$ cat src/hw/rtl/best_fit_bin_packer_assert.svh
// Assertion macros for the best-fit bin packer.
`ifndef BEST_FIT_BIN_PACKER_ASSERT_SVH
`define BEST_FIT_BIN_PACKER_ASSERT_SVH
`ifndef ASSERT_OFF
// label: antecedent implies consequent in the same cycle
`define BFBP_ASSERT_NOW(label, clk, rst, ante, cons) \
  label: assert property (@(posedge clk) disable iff (rst) (ante) |-> (cons)) \
    else $error("bfbp assertion failed");
// label: antecedent implies consequent in the next cycle
`define BFBP_ASSERT_NEXT(label, clk, rst, ante, cons) \
  label: assert property (@(posedge clk) disable iff (rst) (ante) |=> (cons)) \
    else $error("bfbp assertion failed");
`else
`define BFBP_ASSERT_NOW(label, clk, rst, ante, cons)
`define BFBP_ASSERT_NEXT(label, clk, rst, ante, cons)
`endif
`endif

$ cat src/hw/rtl/bfbp_pkg.sv
// Shared types and constants for the best-fit bin packer.
package bfbp_pkg;

  localparam int NUM_BINS_DEF = 16;
  localparam int VOL_W        = 8;
  localparam int BIN_IDX_W    = 4;
  localparam int COUNT_W      = 5;

  localparam logic [VOL_W-1:0]   CAP_RESET = 8'd100;
  localparam logic [COUNT_W-1:0] COUNT_MAX = 5'd31;

  localparam logic CMD_PLACE = 1'b0;
  localparam logic CMD_CLEAR = 1'b1;

  typedef enum logic [1:0] {
    ST_IDLE,
    ST_SCAN,
    ST_WRITE
  } bfbp_state_t;

  // control from the sequencer to the compare unit
  typedef struct packed {
    logic start;   // drop the running best
    logic sample;  // a bin's free space is on the compare inputs
  } bfbp_scan_ctl_t;

endpackage

$ cat src/hw/rtl/bfbp_best_fit.sv
// Shared compare unit: tracks the tightest fitting bin over a scan.
module bfbp_best_fit #(
  parameter int IDX_W = 4
) (
  input  logic                        clk,
  input  logic                        rst,
  input  bfbp_pkg::bfbp_scan_ctl_t    ctl,
  input  logic [bfbp_pkg::VOL_W-1:0]  volume,
  input  logic [bfbp_pkg::VOL_W-1:0]  space,
  input  logic [IDX_W-1:0]            idx,
  output logic                        found,
  output logic [IDX_W-1:0]            best_idx,
  output logic [bfbp_pkg::VOL_W-1:0]  best_space
);
  import bfbp_pkg::*;

  logic fits;

  // strict less-than keeps the lowest index on ties
  assign fits = (volume <= space) && (!found || (space < best_space));

  always_ff @(posedge clk) begin
    if (rst) begin
      found <= 1'b0;
    end else if (ctl.start) begin
      found <= 1'b0;
    end else if (ctl.sample && fits) begin
      found <= 1'b1;
    end
  end

  always_ff @(posedge clk) begin
    if (ctl.sample && fits) begin
      best_idx   <= idx;
      best_space <= space;
    end
  end

endmodule

$ cat src/hw/rtl/best_fit_bin_packer.sv
// Online best-fit bin packer: sequencer, bin store and result register.
//
// Channels: cfg (cfg_valid/cfg_ready/cfg_data) writes the bin capacity; it is
// always ready and the new capacity reaches the bins at the next clear.
// in (in_valid/in_ready, command, volume) takes one beat per command;
// out (out_valid/out_ready, placed, bin_index, space_left, bins_used) gives
// exactly one beat per command.
// A place command scans every bin through one compare unit: one memory read
// per cycle, then a write step that writes the chosen bin and loads the result.
// A clear goes from idle straight to the write step. The scan is bound by the
// single read port of the free-space memory and the one compare; a command is
// taken only from idle, so the next one waits until the last one has loaded
// its result.
// in_ready is high only while the sequencer is idle.
// The result register is separate from the sequencer: a new command is taken
// while a result waits; if the receiver still stalls when the next result is
// ready, the sequencer holds in its write step until the register frees up.
// Reset: capacity 100, all bins empty and unused, no pending result. Bins
// come up empty through per-bin used bits, so no clearing sweep is needed.
`include "best_fit_bin_packer_assert.svh"

module best_fit_bin_packer #(
  parameter int NUM_BINS = bfbp_pkg::NUM_BINS_DEF
) (
  input  logic                            clk,
  input  logic                            rst,
  input  logic                            cfg_valid,
  output logic                            cfg_ready,
  input  logic [bfbp_pkg::VOL_W-1:0]      cfg_data,
  input  logic                            in_valid,
  output logic                            in_ready,
  input  logic                            command,
  input  logic [bfbp_pkg::VOL_W-1:0]      volume,
  output logic                            out_valid,
  input  logic                            out_ready,
  output logic                            placed,
  output logic [bfbp_pkg::BIN_IDX_W-1:0]  bin_index,
  output logic [bfbp_pkg::VOL_W-1:0]      space_left,
  output logic [bfbp_pkg::COUNT_W-1:0]    bins_used
);
  import bfbp_pkg::*;

  localparam int IDX_W = $clog2(NUM_BINS);
  localparam int CNT_W = $clog2(NUM_BINS + 1);

  // sequencer
  bfbp_state_t    state, state_next;
  bfbp_scan_ctl_t scan_ctl;
  logic           in_beat;
  logic           rd_en;
  logic           load_out;
  logic           slot_free;
  logic [CNT_W-1:0] cnt;
  logic             rd_pend;
  logic [IDX_W-1:0] rd_idx;

  // latched command
  logic             cmd;
  logic [VOL_W-1:0] vol;

  // capacity register and the capacity bins take at clear
  logic [VOL_W-1:0] bin_capacity;
  logic [VOL_W-1:0] clear_cap;

  // bin store: unused bins read as clear_cap
  logic [VOL_W-1:0]    mem [NUM_BINS];
  logic [NUM_BINS-1:0] bin_used;
  logic [VOL_W-1:0]    rd_data;
  logic                rd_used;
  logic [VOL_W-1:0]    rd_space;
  logic [COUNT_W-1:0]  used_count, used_count_next;

  // compare unit
  logic             found;
  logic [IDX_W-1:0] best_idx;
  logic [VOL_W-1:0] best_space;
  logic [VOL_W-1:0] left;
  logic             place_ok;

  assign cfg_ready = 1'b1;
  assign in_beat   = in_valid && in_ready;
  assign slot_free = !out_valid || out_ready;

  always_ff @(posedge clk) begin
    if (rst) begin
      state <= ST_IDLE;
    end else begin
      state <= state_next;
    end
  end

  always_comb begin
    state_next = state;
    in_ready   = 1'b0;
    rd_en      = 1'b0;
    load_out   = 1'b0;
    scan_ctl   = '0;
    case (state)
      ST_IDLE: begin
        in_ready = 1'b1;
        if (in_valid) begin
          scan_ctl.start = 1'b1;
          state_next = (command == CMD_CLEAR) ? ST_WRITE : ST_SCAN;
        end
      end
      ST_SCAN: begin
        rd_en           = (cnt != CNT_W'(NUM_BINS));
        scan_ctl.sample = rd_pend;
        if (!rd_en && !rd_pend) begin
          state_next = ST_WRITE;
        end
      end
      ST_WRITE: begin
        if (slot_free) begin
          load_out   = 1'b1;
          state_next = ST_IDLE;
        end
      end
      default: begin
        state_next = ST_IDLE;
      end
    endcase
  end

  // read address counter and read pipeline flag
  always_ff @(posedge clk) begin
    if (rst) begin
      cnt     <= '0;
      rd_pend <= 1'b0;
    end else begin
      rd_pend <= rd_en;
      if (in_beat) begin
        cnt <= '0;
      end else if (rd_en) begin
        cnt <= cnt + 1'b1;
      end
    end
  end

  always_ff @(posedge clk) begin
    if (rd_en) begin
      rd_idx <= cnt[IDX_W-1:0];
    end
    if (in_beat) begin
      cmd <= command;
      vol <= volume;
    end
  end

  always_ff @(posedge clk) begin
    if (rst) begin
      bin_capacity <= CAP_RESET;
    end else if (cfg_valid && cfg_ready) begin
      bin_capacity <= cfg_data;
    end
  end

  always_ff @(posedge clk) begin
    if (rst) begin
      clear_cap <= CAP_RESET;
    end else if (in_beat && command == CMD_CLEAR) begin
      clear_cap <= bin_capacity;
    end
  end

  // free-space memory: one read port for the scan, one write for the update
  always_ff @(posedge clk) begin
    if (place_ok) begin
      mem[best_idx] <= left;
    end
    if (rd_en) begin
      rd_data <= mem[cnt[IDX_W-1:0]];
      rd_used <= bin_used[cnt[IDX_W-1:0]];
    end
  end

  assign rd_space = rd_used ? rd_data : clear_cap;

  bfbp_best_fit #(
    .IDX_W (IDX_W)
  ) u_best (
    .clk        (clk),
    .rst        (rst),
    .ctl        (scan_ctl),
    .volume     (vol),
    .space      (rd_space),
    .idx        (rd_idx),
    .found      (found),
    .best_idx   (best_idx),
    .best_space (best_space)
  );

  assign left     = best_space - vol;
  assign place_ok = load_out && (cmd == CMD_PLACE) && found;

  // count saturates; a bin already in use does not count twice
  always_comb begin
    used_count_next = used_count;
    if (place_ok && !bin_used[best_idx] && (used_count != COUNT_MAX)) begin
      used_count_next = used_count + 1'b1;
    end
  end

  always_ff @(posedge clk) begin
    if (rst) begin
      bin_used   <= '0;
      used_count <= '0;
    end else if (in_beat && command == CMD_CLEAR) begin
      bin_used   <= '0;
      used_count <= '0;
    end else begin
      used_count <= used_count_next;
      if (place_ok) begin
        bin_used[best_idx] <= 1'b1;
      end
    end
  end

  // result register
  always_ff @(posedge clk) begin
    if (rst) begin
      out_valid <= 1'b0;
    end else if (load_out) begin
      out_valid <= 1'b1;
    end else if (out_ready) begin
      out_valid <= 1'b0;
    end
  end

  always_ff @(posedge clk) begin
    if (load_out) begin
      placed     <= place_ok;
      bin_index  <= place_ok ? BIN_IDX_W'(best_idx) : '0;
      space_left <= place_ok ? left : '0;
      bins_used  <= used_count_next;
    end
  end

  // no memory read in flight once the sequencer is back to idle
  `BFBP_ASSERT_NOW(a_idle_no_read, clk, rst, state == ST_IDLE, !rd_pend && !rd_en)
  // the used count tracks the used bits, saturating
  `BFBP_ASSERT_NOW(a_count_match, clk, rst, 1'b1,
    ($countones(bin_used) >= 31) ? (used_count == COUNT_MAX) :
                                   (int'(used_count) == $countones(bin_used)))
  // a result load always returns the sequencer to idle with a beat pending
  `BFBP_ASSERT_NEXT(a_load_done, clk, rst, load_out, out_valid && state == ST_IDLE)

endmodule

$ cat config.mk
export PLATFORM = sky130hd
export DESIGN_NAME = best_fit_bin_packer
export DESIGN_NICKNAME = d
export VERILOG_FILES = /design/src/hw/rtl/bfbp_pkg.sv /design/src/hw/rtl/bfbp_best_fit.sv /design/src/hw/rtl/best_fit_bin_packer.sv
export VERILOG_INCLUDE_DIRS = /design/src /design/src/hw/rtl
export SDC_FILE = /design/constraint.sdc
export NUM_CORES = 1
export LEC_CHECK = 0
export BUFFER_PORTS_ARGS = -buffer_cell sky130_fd_sc_hd__buf_4
export CAP_MARGIN = 10
export CORE_MARGIN = 3
export CORE_UTILIZATION = 30
export CTS_CLUSTER_SIZE = 24
export DETAILED_ROUTE_END_ITERATION = 7
export PLACE_DENSITY = 0.46
export SETUP_SLACK_MARGIN = 0.2
export SYNTH_ARGS = -nofsm -noshare
export SYNTH_HDL_FRONTEND = slang
export SYNTH_HIERARCHICAL = 1
export SYNTH_SLANG_ARGS = --single-unit
$ cat constraint.sdc
create_clock -name clk -period 8.9 [get_ports clk]
set_clock_uncertainty 0.2 [all_clocks]
set_input_delay 1.78 -clock clk [delete_from_list [all_inputs] [get_ports clk]]
set_output_delay 1.78 -clock clk [all_outputs]
set_load 0.05 [all_outputs]
**Yosys cells after proc, flatten, opt, wreduce, memory -nomap -nowiden**

Memory sizes are Yosys's and may differ from the RTL's. A register that Yosys moved wholly into a read port is not among the register bits.
Index checks and enable logic that the tools add are counted.

- $add $sub $neg: 3
- Order comparisons: 5
- Eq/ne operators: 7
- Multiplexer cells: 24
- Bitwise gates (word level): 2
- Reductions and logical operators: 23

Operators by type and width:

| kind | count |
|---|---|
| $or 16x16->16 | 1 |
| $mux 1 | 14 |
| $add 5x1->5 const B | 2 |
| $logic_and 1x1->1 | 10 |
| $lt 4x5->1 const B | 2 |
| $ne 5x5->1 const B | 2 |
| $bmux 1 s4 | 2 |
| $le 8x8->1 | 1 |
| $lt 8x8->1 | 1 |
| $mux 2 | 4 |
| $mux 8 | 1 |
| $sub 8x8->8 | 1 |
| $ne 2x2->1 const B | 3 |
| $pmux 2 s3 | 1 |
| $reduce_or 2->1 | 3 |
| $logic_not 1->1 | 5 |
| $mux 5 | 1 |
| $demux 1 s4 | 1 |
| $ge 4x1->1 const B | 1 |
| $reduce_and 3->1 | 1 |
| $eq 2x1->1 const B | 1 |
| $eq 2x2->1 const B | 1 |
| $logic_not 2->1 | 1 |
| $logic_or 1x1->1 | 2 |
| other kinds (2) | 2 |

- Bits in registers: 91
- Bits in writable memories: 128
- Input bits: 22
- Output and inout bits: 21
- Logic and storage cells: 84
- Memories kept: 1

Memory list:

| memory | words | bits a word | rd ports | clocked after memory_dff | write ports | RTL line | text |
|---|---|---|---|---|---|---|---|
| mem | 16 | 8 | 1 | 1 | 1 | best_fit_bin_packer.sv:66 | `logic [VOL_W-1:0] mem [NUM_BINS];` |

**Logic depth before layout (Yosys ltp)**

Gate-level depths: netlist of run 1.

- Word-level depth: 9
- Mapped depth: 10
- Gate-level depth less buffers: 9

**Hierarchy**

The synthesis of run 1 kept the hierarchy.

Modules (own cells, without submodules):

| module | instances | cells each | area an instance (um^2) | seq. area each (um^2) |
|---|---|---|---|---|
| best_fit_bin_packer | 1 | 509 | 8635.8 | 5965.7 |
| bfbp_best_fit | 1 | 69 | 818.3 | 380.4 |

**Least setup slack after synthesis of run 1**

Ideal clock, no wire load.

- Kind: in2reg
- From: in out_ready
- To: mem mem[12][0], enable pin
- Setup time: 0.386 ns
- Arrival: 3.192 ns
- Required time: 8.314 ns
- Slack: 5.122 ns
- Stages on the path: 5
- Buffers on the path: 0
- Cells stage by stage: nor2b_1 > or3_1 > inv_1 > nand3_1 > nor3_1

- Cells in the longest elaborated chain, start to end: 7

Ends and longest elaborated chain:

| element | RTL line | text |
|---|---|---|
| from (decl) | best_fit_bin_packer.sv:35 | `input logic out_ready,` |
| $logic_or 1x1->1 | best_fit_bin_packer.sv:82 | `assign slot_free = !out_valid \|\| out_ready;` |
| $mux 1 | best_fit_bin_packer.sv:114 | `if (slot_free) begin` |
| $mux 1 | best_fit_bin_packer.sv:98 | `case (state)` |
| $logic_and 1x1->1 (2 in a row) | best_fit_bin_packer.sv:194 | `assign place_ok = load_out && (cmd == CMD_PLACE) && found;` |
| $mux 1 | best_fit_bin_packer.sv:168 | `if (place_ok) begin` |
| $mux 1 (implied by the code) | best_fit_bin_packer.sv:169 | `mem[best_idx] <= left;` |
| to (decl) | best_fit_bin_packer.sv:66 |  |

No other way between the ends.

**Final worst setup path of run 1**

- From: in out_ready
- To: mem mem[13][6], enable pin

Same word-level chain as after synthesis.

==> results by group, run 1 <==
STA
  • Unrepaired setup endpoints after global routing: false
  • Final setup margin: 5164 ps
  • Tmin final: 3736 ps
  • Setup tns final: 0 ps
  • Final setup vio count: 0
  • Highest Clock Rate: 0.2677 GHz
  • Final Max Slew Viols: 0
  • Post-route clock period utilization: 0.4198
  • Worst Max-Slew Pin Slew: 1094 ps
  • Final hold violation count: 0
  • Worst slew margin: 0.2667

Clock network
  • CTS HTree Levels: 1
  • CTS Root Cell: clkbuf_16
  • Worst-Skew Late Latency: 540 ps
  • Max Root-Sink Buffers: 3
  • # hold bufs at CTS: 0
  • Postcts setup bufs: 0
  • Clk sinks: 227
  • Post-CTS sizing: 0
  • Worst-path clk slew: 60 ps
  • TritonCTS clock tree: yes
  • CTS Buf Count: 25

Yosys
  • Syn Area/Cell: 16.36 um^2
  • Mapped cell area: 9454 um^2
  • Unique masters post-synth: 54
  • Asr flop ratio synth: 0
  • Syn Nets: 627
  • Synth Warn #: 6
  • Top FF cell, synth: edfxtp_1
  • Register area share after synthesis: 0.6713
  • Yosys reg bits: 227
  • Post-synthesis cell count: 578
  • Post-synth EDFFs: 180

Critical path
  • Setup CP Type: primary input to flip-flop
  • WP data arrival: 3700 ps
  • CP Data Required Time: 8860 ps
  • Maximum fanout along the worst path: 14
  • Worst-case reg-to-reg path depth: 9
  • Worst Setup End Kind: flip-flop
  • CP startpoint kind: primary input

Placement
  • GP Congestion: 0.8038
  • PortBufs: 41
  • Pre-CTS setup slack: 4291 ps
  • Placed Cells: 998
  • Hpwl dp: 15180 um

Drt
  • Vias: 4976
  • Post-route ant nets: 0
  • WL per Instance: 20.69 um
  • Vias per Instance: 4.753
  • DR DRC count: 0
  • TritonRoute pass-1 iters: 4
  • First DRT Iteration DRCs: 284
  • Total wire length: 21670 um

GRT
  • Largest net degree at the start of global routing: 42
  • Global-route usage over all layers: 0.1293
  • Initial antenna violation count: 0
  • Number of global-route vias before repair: 5190
  • First-pass GRT wire length: 32840 um
  • Total gr overflow: 0

Final layout
  • Syn-to-layout area delta: 17.05%
  • Fillers: 2918
  • Storage element area: 6349 um^2
  • Area of the multi-input gates: 2913 um^2
  • Number of antenna diodes: 0
  • Post-layout nets: 681
  • Layout Cells excl Fill: 1047
  • Share of layout cells above drive strength 1: 0.2442

Die
  • Die Ht: 183.5 um
  • Initial Utilization: 0.3067
  • Die area: 33680 um^2
  • Core Region: 30830 um^2
  • Die width: 183.5 um
  • Row cnt: 64
  • Ports: 43

Hold path
  • Cells on Worst Hold Path: 0
  • Min-delay worst type: flip-flop to flip-flop

Power
  • Worst VDD drop: 117.1 uV
  • Pwr Density: 220.6 nW/um^2
  • P_leak: 3.808 nW

Outcome
  • Outcome: completed

Flow run
  • MaxCap Viol Count: 0
-- path summary, 6_finish.rpt --
check / from / to / slack, ps
worst max-delay path: out_ready / mem[13][6] / 5160
worst min-delay path: rd_idx[3] / u_best/best_idx[3] / 230
worst max register to register: u_best/best_space[0] / space_left[6] / 5650
worst min register to register: rd_idx[3] / u_best/best_idx[3] / 230
-- logic make-up (layout without fill, tap and decap cells) --
family,count (synthesis),after routing,synth area share
AOI/OAI and AO/OA,61,61,0.05162
xor gates and xnor gates,11,11,0.01019
adders and majority gates,27,27,0.03653
buffers and inverters,55,128,0.02488
DFF,227,227,0.6713
muxes,71,71,0.1384
other,1,1,0.0003967
and+or+nand+nor,125,125,0.06670
-- power breakdown --
group          switching [mW]  internal [mW]
clock                   0.404          0.611
combinational           0.146         0.0703
sequential             0.0139           1.20
total                   0.564           1.88
-- placed cells by master (no fill, tap or decap), types with 8 or more instances in the layout --
| cell type | Yosys | final |
|---|---|---|
| nor3_1 | 8 | 8 |
| edfxtp_1 | 180 | 180 |
| nor2b_1 | 9 | 9 |
| buf_4 | 2 | 46 |
| inv_1 | 32 | 32 |
| mux2_2 | 10 | 10 |
| nand2b_1 | 8 | 8 |
| nor2_1 | 33 | 32 |
| a21oi_1 | 15 | 15 |
| o21a_1 | 18 | 18 |
| mux2i_1 | 13 | 13 |
| dfxtp_1 | 47 | 45 |
| mux4_2 | 46 | 46 |
| clkbuf_16 | 0 | 25 |
| ha_1 | 26 | 26 |
| nand2_1 | 27 | 27 |
| and2_1 | 13 | 13 |
-- state kept, by name, summed over array words and instances (netlist names), 8 cells and up --
signal and cells:
bin_capacity 8, bin_used 16, clear_cap 8, mem 128
rd_data 8, space_left 8, u_best/best_space 8, vol 8
-- cell type report --
class | instances | share of cell area
sequential | 227 | 0.5737
multi-input combinational | 296 | 0.2632
clock buffer | 36 | 0.06389
tap | 396 | 0.04478
timing repair buffer | 49 | 0.03302
inverter | 33 | 0.01119
clock inverter | 10 | 0.01018
-- synthesized netlist by cell type (all sizes together), types with 2 or more instances --
cell	n	share of area
a2111oi	2	0.0045
a211o	4	0.0037
a21o	2	0.0016
a21oi	15	0.0079
a32o	2	0.0021
and2	13	0.0086
and3	3	0.0020
buf	12	0.0078
clkbuf	10	0.0040
dfxtp	47	0.10
edfxtp	180	0.57
ha	26	0.034
inv	33	0.013
mux2	12	0.015
mux2i	13	0.014
mux4	46	0.11
nand2	27	0.011
nand2b	8	0.0053
nand3	4	0.0021
nand3b	3	0.0024
nand4	4	0.0026
nor2	33	0.013
nor2b	9	0.0060
nor3	9	0.0053
nor4	2	0.0013
o211ai	2	0.0021
o21a	18	0.014
o21ai	7	0.0037
or2	4	0.0026
or3	4	0.0026
xnor2	5	0.0046
xor2	6	0.0056
-- critical path, stage by stage --
cell     delay, ps
buf_4           90
nor2b_1         60
or3_1          490
inv_1          360
nand3_1        260
nor2_1         660
-- routing by layer --
| layer | share of wire | GRT usage |
|---|---|---|
| met5 | 0 | 0 |
| met3 | 0.047 | 0.02671 |
| met1 | 0.45 | 0.1736 |
| met4 | 0.045 | 0.05576 |
| met2 | 0.45 | 0.2043 |
-- metrics by stage --
stage / area, um^2 / hold WS, ps / utilization / total power [mW]
2_1_floorplan: 9454 / 200.3 / - / 1.364
3_3_place_gp: 10230 / 208.2 / 0.3317 / 1.450
3_5_place_dp: 10230 / 212.6 / 0.3317 / 1.454
4_1_cts: 11050 / 233.2 / 0.3583 / 2.479
5_1_grt: 11070 / 234.7 / 0.3589 / 2.538
6_report: 11070 / 231.3 / 0.3589 / 2.441
No activity file was read; power rests on OpenSTA's default activity.
==> run 2, diff against run 1 <==
==> constraint.sdc (replaced) <==
create_clock -name clk -period 3.55 [get_ports clk]
set_clock_uncertainty 0.2 [all_clocks]
set_input_delay 0.71 -clock clk [delete_from_list [all_inputs] [get_ports clk]]
set_output_delay 0.71 -clock clk [all_outputs]
set_load 0.05 [all_outputs]
==> run 2 against run 1 <==
Global-route usage up 1.1 points. Clock power rose to 2.6 times the previous value. Largest power group unchanged. Hold slack worse by 65 ps. Count of clock-buffer cells in the layout down 1. Wire length up 7.0%. Combinational power rose to 2.6 times the previous value. Non-clock buffer count up 25. Total power rose to 2.5 times the previous value. Register-to-register slack worse by 4800 ps. Cell area up 1.7%.
==> results by group, run 2 (synthesis results as in run 1) <==
Power
  • Worst VDD drop: 313.3 uV
  • Total power: 6.223 mW
  • P_leak: 3.945 nW
  • Pwr Density: 552.9 nW/um^2

Critical path
  • CP Data Required Time: 3570 ps
  • Setup crit start: rd_used
  • Setup CP Type: flip-flop to flip-flop
  • WP data arrival: 2760 ps
  • FF-to-FF Start: rd_used
  • Worst Setup End Kind: flip-flop
  • CP startpoint kind: flip-flop
  • Maximum fanout along the worst path: 12

Hold path
  • Min-delay worst type: primary input to flip-flop
  • Hold Startpoint: volume[5]

Final layout
  • Final instance area: 11250 um^2
  • Most frequent cells in the layout: 180 x edfxtp_1, 73 x buf_4, 46 x mux4_2
  • Syn-to-layout area delta: 19.04%
  • Most common cell after layout, fill and taps aside: edfxtp_1
  • Fillers: 2872
  • Biggest register: mem
  • Share of layout cells above drive strength 1: 0.2707
  • Number of antenna diodes: 0
  • Fin util: 0.3651
  • Regs by FF count: mem (128), bin_used (16)
  • Post-layout nets: 706
  • Largest register FFs: 128

Die
  • Core Region: 30830 um^2
  • Die Ht: 183.5 um
  • Die width: 183.5 um
  • Die area: 33680 um^2
  • Initial Utilization: 0.3067
  • Row cnt: 64
  • Ports: 43

Placement
  • GP Congestion: 0.7937
  • PortBufs: 41
  • Placed cell area: 10420 um^2
  • Hpwl dp: 15970 um

Drt
  • TritonRoute pass-1 iters: 5
  • WL per Instance: 21.63 um
  • First DRT Iteration DRCs: 295
  • Post-route ant nets: 0
  • Total wire length: 23190 um
  • Vias per Instance: 4.800
  • DR DRC count: 0
  • Vias: 5146

Clock network
  • CTS HTree Levels: 1
  • Max Root-Sink Buffers: 3
  • Post-CTS sizing: 0
  • # hold bufs at CTS: 0
  • TritonCTS clock tree: yes
  • Clk sinks: 227
  • Postcts setup bufs: 0
  • Worst-path clk slew: 60 ps
  • CTS Buf Count: 25
  • CTS Root Cell: clkbuf_16
  • Worst-Skew Late Latency: 530 ps

STA
  • Tmin final: 2744 ps
  • Final Max Slew Viols: 0
  • Hold slack final: 165.9 ps
  • Final hold violation count: 0
  • Worst Max-Slew Pin Slew: 794.8 ps
  • Setup tns final: 0 ps
  • Highest Clock Rate: 0.3645 GHz
  • Unrepaired setup endpoints after global routing: false
  • Worst slew margin: 0.4675
  • Post-route clock period utilization: 0.7728
  • Final setup vio count: 0

GRT
  • First-pass GRT wire length: 35420 um
  • Number of global-route vias before repair: 5435
  • Global-route usage over all layers: 0.1402
  • Initial antenna violation count: 0
  • Largest net degree at the start of global routing: 26
  • Total gr overflow: 0

Outcome
  • Outcome: completed

Flow run
  • MaxCap Viol Count: 0
==> run 2: worst max-delay path, cell delays in order, from the launching register on <==
cell and delay, ps:
edfxtp_1 540, mux2_2 430, inv_1 80, ha_1 230, a211o_1 310, o211ai_2 80
a41oi_1 170, a21oi_1 160, buf_4 240
==> run 2: cell type report <==
type / instances / area (um^2) / area share
flip-flops and latches: 227 / 6349 / 0.5641
inverters: 33 / 123.9 / 0.01101
clock inverters: 11 / 135.1 / 0.01201
multi-input cells: 296 / 2880 / 0.2559
repair buffers: 74 / 568.0 / 0.05047
clock buffers: 35 / 703.2 / 0.06248
well taps: 396 / 495.5 / 0.04402
==> run 2: worst paths after layout <==
| kind | to | cells after the start | slack, ps |
|---|---|---|---|
| max | u_best/best_idx[1] | 8 | 810 |
| min | vol[5] | 1 | 170 |
| max reg2reg | u_best/best_idx[1] | 8 | 810 |
| min reg2reg | u_best/best_idx[2] | 0 | 230 |
==> run 2: per-layer routing <==
| layer | share of wire | global-route usage | wire [um] | vias to the layer above |
|---|---|---|---|---|
| li1 | - | - | - | 2366 |
| met1 | 0.46 | 0.1991 | 10600 | 2600 |
| met2 | 0.45 | 0.2180 | 10450 | 130 |
| met3 | 0.056 | 0.02572 | 1292 | 50 |
| met4 | 0.037 | 0.04723 | 854 | 0 |
| met5 | 0 | 0 | 0 | - |
==> run 2: power breakdown <==
part           leakage [nW]  switching [mW]  total, mW  internal, mW
Combinational          1.51           0.361      0.553         0.192
Sequential             2.02          0.0412       3.04          3.00
Clock                 0.414            1.04       2.63          1.60
==> run 2: metrics by stage <==
stage,cells,setup slack (ps)
6_report,1072,806.4
4_1_cts,1072,762.9
3_5_place_dp,1026,773.8
3_3_place_gp,1026,852.4
2_1_floorplan,578,541.5
5_1_grt,1072,646.1
